--- src/hw/rtl/opl_vgm_pkg.sv ---
`timescale 1ns / 1ps
// ----------------------------------------------------------------------------
// opl_vgm_pkg
// shared types and constants of the opl3 to vgm command stream encoder
// ----------------------------------------------------------------------------
package opl_vgm_pkg;

    // defaults of the top level parameters
    localparam int REG_SPACE_DEF       = 512;
    localparam int MAX_WAIT_CHUNKS_DEF = 62;

    // input item kinds
    localparam logic [1:0] MODE_WRITE = 2'd0;
    localparam logic [1:0] MODE_EOS   = 2'd1;
    localparam logic [1:0] MODE_CLEAR = 2'd2;

    // vgm command codes
    localparam logic [7:0] CMD_WAIT_SHORT = 8'h6F;  // plus 1..16
    localparam logic [7:0] CMD_WAIT_NTSC  = 8'h62;
    localparam logic [7:0] CMD_WAIT_PAL   = 8'h63;
    localparam logic [7:0] CMD_WAIT_LONG  = 8'h61;
    localparam logic [7:0] CMD_OPL3_WRITE = 8'h5E;  // plus bank
    localparam logic [7:0] CMD_END        = 8'h66;

    localparam logic [15:0] CHUNK_MAX        = 16'hFFFF;
    localparam logic [15:0] WAIT_NTSC_COUNT  = 16'd735;
    localparam logic [15:0] WAIT_PAL_COUNT   = 16'd882;
    localparam logic [15:0] WAIT_SHORT_LIMIT = 16'd16;

    localparam logic [1:0] LEN_ONE   = 2'd1;
    localparam logic [1:0] LEN_THREE = 2'd3;

    // one stream command
    typedef struct packed {
        logic [1:0] byte_count;
        logic [7:0] arg_b;
        logic [7:0] arg_a;
        logic [7:0] cmd_byte;
    } t_cmd;

    typedef enum logic [5:0] {
        ST_IDLE  = 6'b000001,
        ST_CLEAR = 6'b000010,
        ST_CHECK = 6'b000100,
        ST_WAIT  = 6'b001000,
        ST_CMD   = 6'b010000,
        ST_SPARE = 6'b100000
    } t_state;

endpackage

--- src/hw/rtl/opl_vgm_wait_enc.sv ---
`timescale 1ns / 1ps
// ----------------------------------------------------------------------------
// opl_vgm_wait_enc
// encodes the next wait chunk of a pending delay and gives what is left
// ----------------------------------------------------------------------------
module opl_vgm_wait_enc (
    input  logic [31:0]         i_delay,
    output opl_vgm_pkg::t_cmd   o_cmd,
    output logic [31:0]         o_remain
);

    logic [15:0] w_sub;

    // chunk is capped at the long wait limit
    assign w_sub    = (i_delay > 32'(opl_vgm_pkg::CHUNK_MAX)) ?
                      opl_vgm_pkg::CHUNK_MAX : i_delay[15:0];
    assign o_remain = i_delay - 32'(w_sub);

    always_comb begin
        o_cmd = '0;
        if (w_sub <= opl_vgm_pkg::WAIT_SHORT_LIMIT) begin
            o_cmd.cmd_byte   = opl_vgm_pkg::CMD_WAIT_SHORT + 8'(w_sub[4:0]);
            o_cmd.byte_count = opl_vgm_pkg::LEN_ONE;
        end else if (w_sub == opl_vgm_pkg::WAIT_NTSC_COUNT) begin
            o_cmd.cmd_byte   = opl_vgm_pkg::CMD_WAIT_NTSC;
            o_cmd.byte_count = opl_vgm_pkg::LEN_ONE;
        end else if (w_sub == opl_vgm_pkg::WAIT_PAL_COUNT) begin
            o_cmd.cmd_byte   = opl_vgm_pkg::CMD_WAIT_PAL;
            o_cmd.byte_count = opl_vgm_pkg::LEN_ONE;
        end else begin
            o_cmd.cmd_byte   = opl_vgm_pkg::CMD_WAIT_LONG;
            o_cmd.arg_a      = w_sub[7:0];
            o_cmd.arg_b      = w_sub[15:8];
            o_cmd.byte_count = opl_vgm_pkg::LEN_THREE;
        end
    end

endmodule

--- config.mk ---
export PLATFORM = sky130hd
export DESIGN_NAME = opl_vgm_wait_enc
export DESIGN_NICKNAME = d
export VERILOG_FILES = /design/src/hw/rtl/opl_vgm_pkg.sv /design/src/hw/rtl/opl_vgm_wait_enc.sv
export SDC_FILE = /design/constraint.sdc
export NUM_CORES = 1
export LEC_CHECK = 0
export BUFFER_PORTS_ARGS = -buffer_cell sky130_fd_sc_hd__buf_2
export CAP_MARGIN = 20
export CORE_AREA = 2 2 59 61
export DETAILED_ROUTE_END_ITERATION = 12
export DIE_AREA = 0 0 61 63
export PLACE_DENSITY_LB_ADDON = 0.08
export RECOVER_POWER = 50
export SETUP_SLACK_MARGIN = 0.2
export SYNTH_ARGS = -nofsm -noshare
export SYNTH_HDL_FRONTEND = slang
export SYNTH_SLANG_ARGS = --single-unit
export TNS_END_PERCENT = 10
--- constraint.sdc ---
create_clock -name vclk -period 4.15
set_clock_uncertainty 0.1 [all_clocks]
set_input_delay 0.6225 -clock vclk [all_inputs]
set_output_delay 0.6225 -clock vclk [all_outputs]
set_load 0.03 [all_outputs]
Word-level counts from Yosys, hierarchy flattened
Cells that the tools add are included.
{"block": "totals", "elab_cells": 16, "register_bits": 0, "output_inout_bits": 58}
{"block": "classes", "n_eq_ne": 2, "order_cmp": 2, "n_addsub": 2, "mux": 10}
{"cell": "$mux 16", "n": 4}
{"cell": "$eq 16x10->1 const B", "n": 2}
{"cell": "$gt 32x16->1 const B", "n": 1}
{"cell": "$sub 32x16->32", "n": 1}
{"cell": "$le 16x5->1 const B", "n": 1}
{"cell": "$mux 2", "n": 5}
{"cell": "$add 7x5->8 const A", "n": 1}
{"cell": "$mux 8", "n": 1}

Depth between registers and ports, before layout
Gate-level depths: netlist of run 1.
{"block": "depth", "word_depth": 6, "depth_mapped": 12, "mapped_depth_nobuf": 11}

Least setup slack after synthesis of run 1
Ideal clock, no wire load.
{"block": "synth_path", "path_kind": "input -> output", "start": "input i_delay[22]", "end": "output o_remain[30]", "path_buffers": 1, "path_stages": 12, "t_arrival_ps": 3145, "slack_ps": 282, "cell_sequence": "nor4_4 > nand3_2 > nor2_2 > buf_4 > nor2_1 > inv_1 > ha_1 > nand2_1 > nor4_2 > a32o_1 > nor3b_2 > xor2_1"}
{"block": "synth_via", "elab_chain_cells": 3}
{"item": "start, declared", "line": "opl_vgm_wait_enc.sv:7", "text": "input logic [31:0] i_delay,"}
{"item": "$gt 32x16->1", "line": "opl_vgm_wait_enc.sv:15", "text": "assign w_sub = (i_delay > 32'(opl_vgm_pkg::CHUNK_MAX)) ?"}
{"item": "$mux 16", "line": "opl_vgm_wait_enc.sv:15"}
{"item": "$sub 32x16->32 (*)", "line": "opl_vgm_wait_enc.sv:17", "text": "assign o_remain = i_delay - 32'(w_sub);"}
{"item": "end, declared", "line": "opl_vgm_wait_enc.sv:9", "text": "output logic [31:0] o_remain"}
Every way passes the cells marked *; elsewhere a longest branch is shown, timed or not.

Worst setup path after layout of run 1
{"block": "layout_path", "start": "input i_delay[2]", "end": "output o_remain[17]"}
The elaborated chain is that of the path after synthesis.

==> flow_metrics.env, run 1 <==
export IMPL_status="completed"
export IMPL_holdBufCountCts=0
export IMPL_ys_warn_count=0
export IMPL_syn_area_mm2=0.00142
export IMPL_die_w_um=61
export IMPL_maxCapViolCount=0
export IMPL_placed_area_mm2=0.00188
export IMPL_cp_cell_sequence="clkbuf_1 > nand3_4 > nor4_1 > a32oi_1 > nand2b_1 > xnor2_1 > clkbuf_1"
export IMPL_critPathMaxStageDelay_ns=0.72
export IMPL_max_freq_mhz=262
export IMPL_hold_class="in2out"
export IMPL_crit_arrival_ns=3.10
export IMPL_final_cell_area_mm2=0.00183
export IMPL_cts_resized=0
export IMPL_first_pass_iters=4
export IMPL_ios=90
export IMPL_drv_slew=0
export IMPL_drt_wl_total_um=4130
export IMPL_diodes=0
export IMPL_drive_gt1_share_pct=34.3
export IMPL_antenna_found_initial=0
export IMPL_port_buffers=88
export IMPL_synth_top_family_by_area="simple AND/OR/NAND/NOR gates"
export IMPL_synthCells=204
export IMPL_netlist_top_cells_count="nor2_1 (29), nand2_1 (20), xnor2_1 (17)"
export IMPL_worstPathMaxFanout=10
export IMPL_track_usage_pct=20.5
export IMPL_leakagePower_nw=0.733
export IMPL_area_growth_pct=28.6
export IMPL_min_to="o_remain[26]"
export IMPL_hold_ws_ns=1.48
export IMPL_slowest_stage="nor4_1"
export IMPL_finalWorstSetupSlack_ns=0.330
export IMPL_cp_num_buf_inv=2
export IMPL_grt_setup_unrepaired="no"
export IMPL_tightestPinTransition_ns=0.831
export IMPL_dieHeight_um=63
export IMPL_crit_path_start="i_delay[2]"
export IMPL_worstPathRequired_ns=3.43
export IMPL_hold_viol=0
export IMPL_grt_overflow=0
export IMPL_yosys_area_share_xor_xnor_pct=15.4
export IMPL_synth_area_mux_share_pct=0
export IMPL_ys_seq_area_share_pct=0
export IMPL_min_from="i_delay[26]"
export IMPL_fin_setup_tns_ns=0
export IMPL_crit_family="simple AND/OR/NAND/NOR gates"
export IMPL_cts_setup_buffers=0
export IMPL_synth_fa_ha_area_share_pct=3.52
export IMPL_clkbuf_count=0
export IMPL_place_ws_ns=0.236
export IMPL_placeableCoreArea_mm2=0.00323
export IMPL_startpoint_type="input port"
export IMPL_first_global_vias=1457
export IMPL_post_dp_hpwl_um=3370
export IMPL_synth_top_cell_area_share_pct=10.5
export IMPL_finalSetupViolations=0
export IMPL_period_needed_ns=3.82
export IMPL_ant_nets=0
export IMPL_syn_area_per_cell_um2=6.96
export IMPL_yosysMostFrequentCell="nor2_1"
export IMPL_initialDrtViolationCount=101
export IMPL_synth_area_leaders="xnor2_1 (10%), nor2_1 (7.7%), nand2_1 (5.3%)"
export IMPL_start_util_pct=43.9
export IMPL_rows=21
export IMPL_fin_nets=324
export IMPL_yosysTopAreaCell="xnor2_1"
export IMPL_synth_simple_area_share_pct=50.6
export IMPL_synth_distinct_cells=55
export IMPL_powerDensity_mw_per_mm2=80.2
export IMPL_die_area_mm2=0.00384
export IMPL_cp_end_kind="primary output"
export IMPL_grt_max_degree=23
export IMPL_routedWlPerCell_um=12.5
export IMPL_grt_pass1_wl_um=6470
export IMPL_gp_congestion=0.860
export IMPL_seq_cell_count=0
export IMPL_viasPerCell=5.14
export IMPL_drc_errors=0
export IMPL_slew_headroom_pct=44.6
export IMPL_regArea_um2=0
export IMPL_critPathKind="in2out"
export IMPL_vias=1707
export IMPL_hold_path_depth=3
export IMPL_crit_top_cell="clkbuf_1"
export IMPL_ir_worst_vdd_mv=0.0471
export IMPL_period_share_pct=92.0
export IMPL_synth_compound_area_share_pct=20.9
[cells by family after synthesis]
| kind of cell | Yosys count |
|---|---|
| AND/OR/NAND/NOR | 114 |
| other | 1 |
| adder cells (fa/ha/maj) | 4 |
| XOR/XNOR | 25 |
| AO/OA/AOI/OAI | 35 |
| buffers and inverters | 25 |
[report_power, final]
group / total [mW] / leakage (nW) / switching [mW] / internal [mW]
Combinational: 0.147 / 0.733 / 0.103 / 0.0440
Sequential: 0 / 0 / 0 / 0
Clock: 0 / 0 / 0 / 0
[metrics by stage]
stage	power, mW	util [%]	std cells
2_1_floorplan	0.0962	-	205
3_3_place_gp	0.149	58.3	332
3_5_place_dp	0.149	58.3	332
4_1_cts	0.150	58.3	332
5_1_grt	0.157	56.5	332
6_report	0.147	56.5	332
[per-layer routing]
layer	share of wire (%)	GRT usage [%]
met5	0	0
met4	0	0.272
met3	4.8	1.66
met2	48	36.2
met1	47	28.3
[how the worst max path moves through the flow]
stage / to / slack (ns) / cells after the start
2_1_floorplan: o_remain[30] / 0.28 / 12
3_3_place_gp: o_cmd[1] / 0.31 / 11
3_5_place_dp: o_cmd[1] / 0.24 / 11
4_1_cts: o_cmd[1] / 0.22 / 11
5_1_grt: o_remain[29] / 0.13 / 7
6_report: o_remain[17] / 0.33 / 7
[tightest hold or removal path: cells and delay by family]
| family | cells | cell delay (ns) |
|---|---|---|
| XOR/XNOR | 1 | 0.06 |
| buffers and inverters | 2 | 0.27 |
[cell usage in the layout, fill, tap and decap left out, drive strengths merged, types with 2 or more instances in the layout]
cell type	netlist	routed
buf	12	74
nor2	31	31
clkbuf	2	21
nand2	21	21
xnor2	17	17
nor3	14	14
inv	11	11
nand3	11	11
nor4	11	11
o21ai	10	10
xor2	8	8
a21oi	7	7
or3	7	7
and3	4	4
ha	4	4
nand4	4	4
nand2b	3	3
a32oi	3	3
a31oi	3	3
and2	2	2
and4	2	2
a221o	2	2
a21o	2	2
conb	1	2
nor3b	2	2
a211oi	2	2
[area by class of cell]
cell class / count / area [um^2]
Multi-Input combinational cell: 180 / 1270
Fill cell: 362 / 1410
Tap cell: 46 / 57.6
Inverter: 11 / 41.3
Timing Repair Buffer: 95 / 459
Note: power is estimated with default switching activity, not from simulation.
==> run 2, diff against run 1 <==
--- a/config.mk
+++ b/config.mk
@@ -10,7 +10,7 @@
 export CORE_AREA = 2 2 59 61
 export DETAILED_ROUTE_END_ITERATION = 12
 export DIE_AREA = 0 0 61 63
-export PLACE_DENSITY_LB_ADDON = 0.08
+export PLACE_DENSITY = 0.89
 export RECOVER_POWER = 50
 export SETUP_SLACK_MARGIN = 0.2
 export SYNTH_ARGS = -nofsm -noshare
==> constraint.sdc (replaced) <==
create_clock -name vclk -period 4
set_clock_uncertainty 0.1 [all_clocks]
set_input_delay 0.6 -clock vclk [all_inputs]
set_output_delay 0.6 -clock vclk [all_outputs]
set_load 0.03 [all_outputs]
==> flow_metrics.env, run 2 (synthesized netlist as in run 1, its figures left out) <==
export IMPL_status="completed"
export IMPL_grt_setup_unrepaired="yes"
export IMPL_worstPathMaxFanout=4
export IMPL_initialDrtViolationCount=95
export IMPL_tightestPinTransition_ns=0.838
export IMPL_finalSetupViolations=0
export IMPL_grt_max_degree=23
export IMPL_start_util_pct=43.9
export IMPL_die_w_um=61
export IMPL_powerDensity_mw_per_mm2=82.7
export IMPL_first_global_vias=1459
export IMPL_layout_commonest_cell="buf_2"
export IMPL_seq_cell_count=0
export IMPL_antenna_found_initial=0
export IMPL_fin_nets=326
export IMPL_drv_slew=0
export IMPL_regArea_um2=0
export IMPL_max_freq_mhz=273
export IMPL_drt_wl_total_um=4260
export IMPL_period_share_pct=91.7
export IMPL_track_usage_pct=21.0
export IMPL_hold_viol=0
export IMPL_gp_congestion=0.875
export IMPL_leakagePower_nw=0.749
export IMPL_ir_worst_vdd_mv=0.0624
export IMPL_drc_errors=0
export IMPL_hold_class="in2out"
export IMPL_maxCapViolCount=0
export IMPL_critPathKind="in2out"
export IMPL_dieHeight_um=63
export IMPL_startpoint_type="input port"
export IMPL_slew_headroom_pct=44.2
export IMPL_area_growth_pct=30.1
export IMPL_power_total_mw=0.153
export IMPL_fin_setup_tns_ns=0
export IMPL_cts_setup_buffers=0
export IMPL_grt_overflow=0
export IMPL_crit_arrival_ns=2.97
export IMPL_ant_nets=0
export IMPL_first_pass_iters=4
export IMPL_post_dp_hpwl_um=3440
export IMPL_grt_pass1_wl_um=6600
export IMPL_routedWlPerCell_um=12.7
export IMPL_period_needed_ns=3.67
export IMPL_die_area_mm2=0.00384
export IMPL_viasPerCell=5.23
export IMPL_most_common_layout_cells="buf_2 (69), nor2_1 (30), clkbuf_1 (22)"
export IMPL_worstPathRequired_ns=3.30
export IMPL_port_buffers=88
export IMPL_placeableCoreArea_mm2=0.00323
export IMPL_vias=1747
export IMPL_rows=21
export IMPL_drive_gt1_share_pct=34.4
export IMPL_ios=90
export IMPL_diodes=0
export IMPL_clkbuf_count=0
export IMPL_cp_end_kind="primary output"
==> run 2: metrics by stage <==
| step | cells | utilization (%) | cell area (um^2) | setup slack [ns] | hold WS (ns) |
|---|---|---|---|---|---|
| 4_1_cts | 334 | 59.0 | 1910 | 0.336 | 1.44 |
| 3_3_place_gp | 334 | 59.0 | 1910 | 0.379 | 1.44 |
| 6_report | 334 | 57.2 | 1850 | 0.332 | 1.45 |
| 2_1_floorplan | 205 | - | 1430 | 0.178 | 1.22 |
| 3_5_place_dp | 334 | 59.0 | 1910 | 0.349 | 1.44 |
| 5_1_grt | 334 | 57.2 | 1850 | 0.136 | 1.45 |
==> run 2: final cells by class <==
class                           count  area (um^2)
Multi-Input combinational cell    180         1280
Inverter                           11         41.3
Timing Repair Buffer               97          473
Tap cell                           46         57.6
Fill cell                         336         1380
==> run 2: final timing paths <==
kind | start | cells after the start | endpoint | slack, ns
worst min-delay path | i_delay[26] | 3 | o_remain[26] | 1.45
worst max-delay path | i_delay[22] | 14 | o_remain[26] | 0.33
==> run 2: critical path, stage by stage <==
cell	delay, ns
buf_2	0.13
nor4_4	0.28
clkbuf_1	0.22
nand3_2	0.11
nor2_1	0.18
nor2_1	0.09
inv_1	0.06
ha_1	0.15
nand2_1	0.10
nor4_4	0.31
a32o_1	0.30
nor4_2	0.07
xor2_1	0.16
buf_2	0.22
==> run 2: where the power goes <==
part | switching [mW] | internal, mW | total [mW]
Combinational | 0.107 | 0.0456 | 0.153
Sequential | 0 | 0 | 0
Clock | 0 | 0 | 0
Total | 0.107 | 0.0456 | 0.153
==> run 2: per-layer routing <==
| metal | GRT usage (%) | vias to the layer above | part of all wire [%] |
|---|---|---|---|
| li1 | - | 895 | - |
| met1 | 28.9 | 781 | 44 |
| met2 | 37.4 | 71 | 50 |
| met3 | 1.04 | 0 | 5.8 |
| met4 | 0 | 0 | 0 |
| met5 | 0 | - | 0 |
==> run 2: repair_timing <==
item,4_1_cts,5_1_grt
setup endpoints to repair,0,15
resized for setup,0,2
hold buffers,0,0
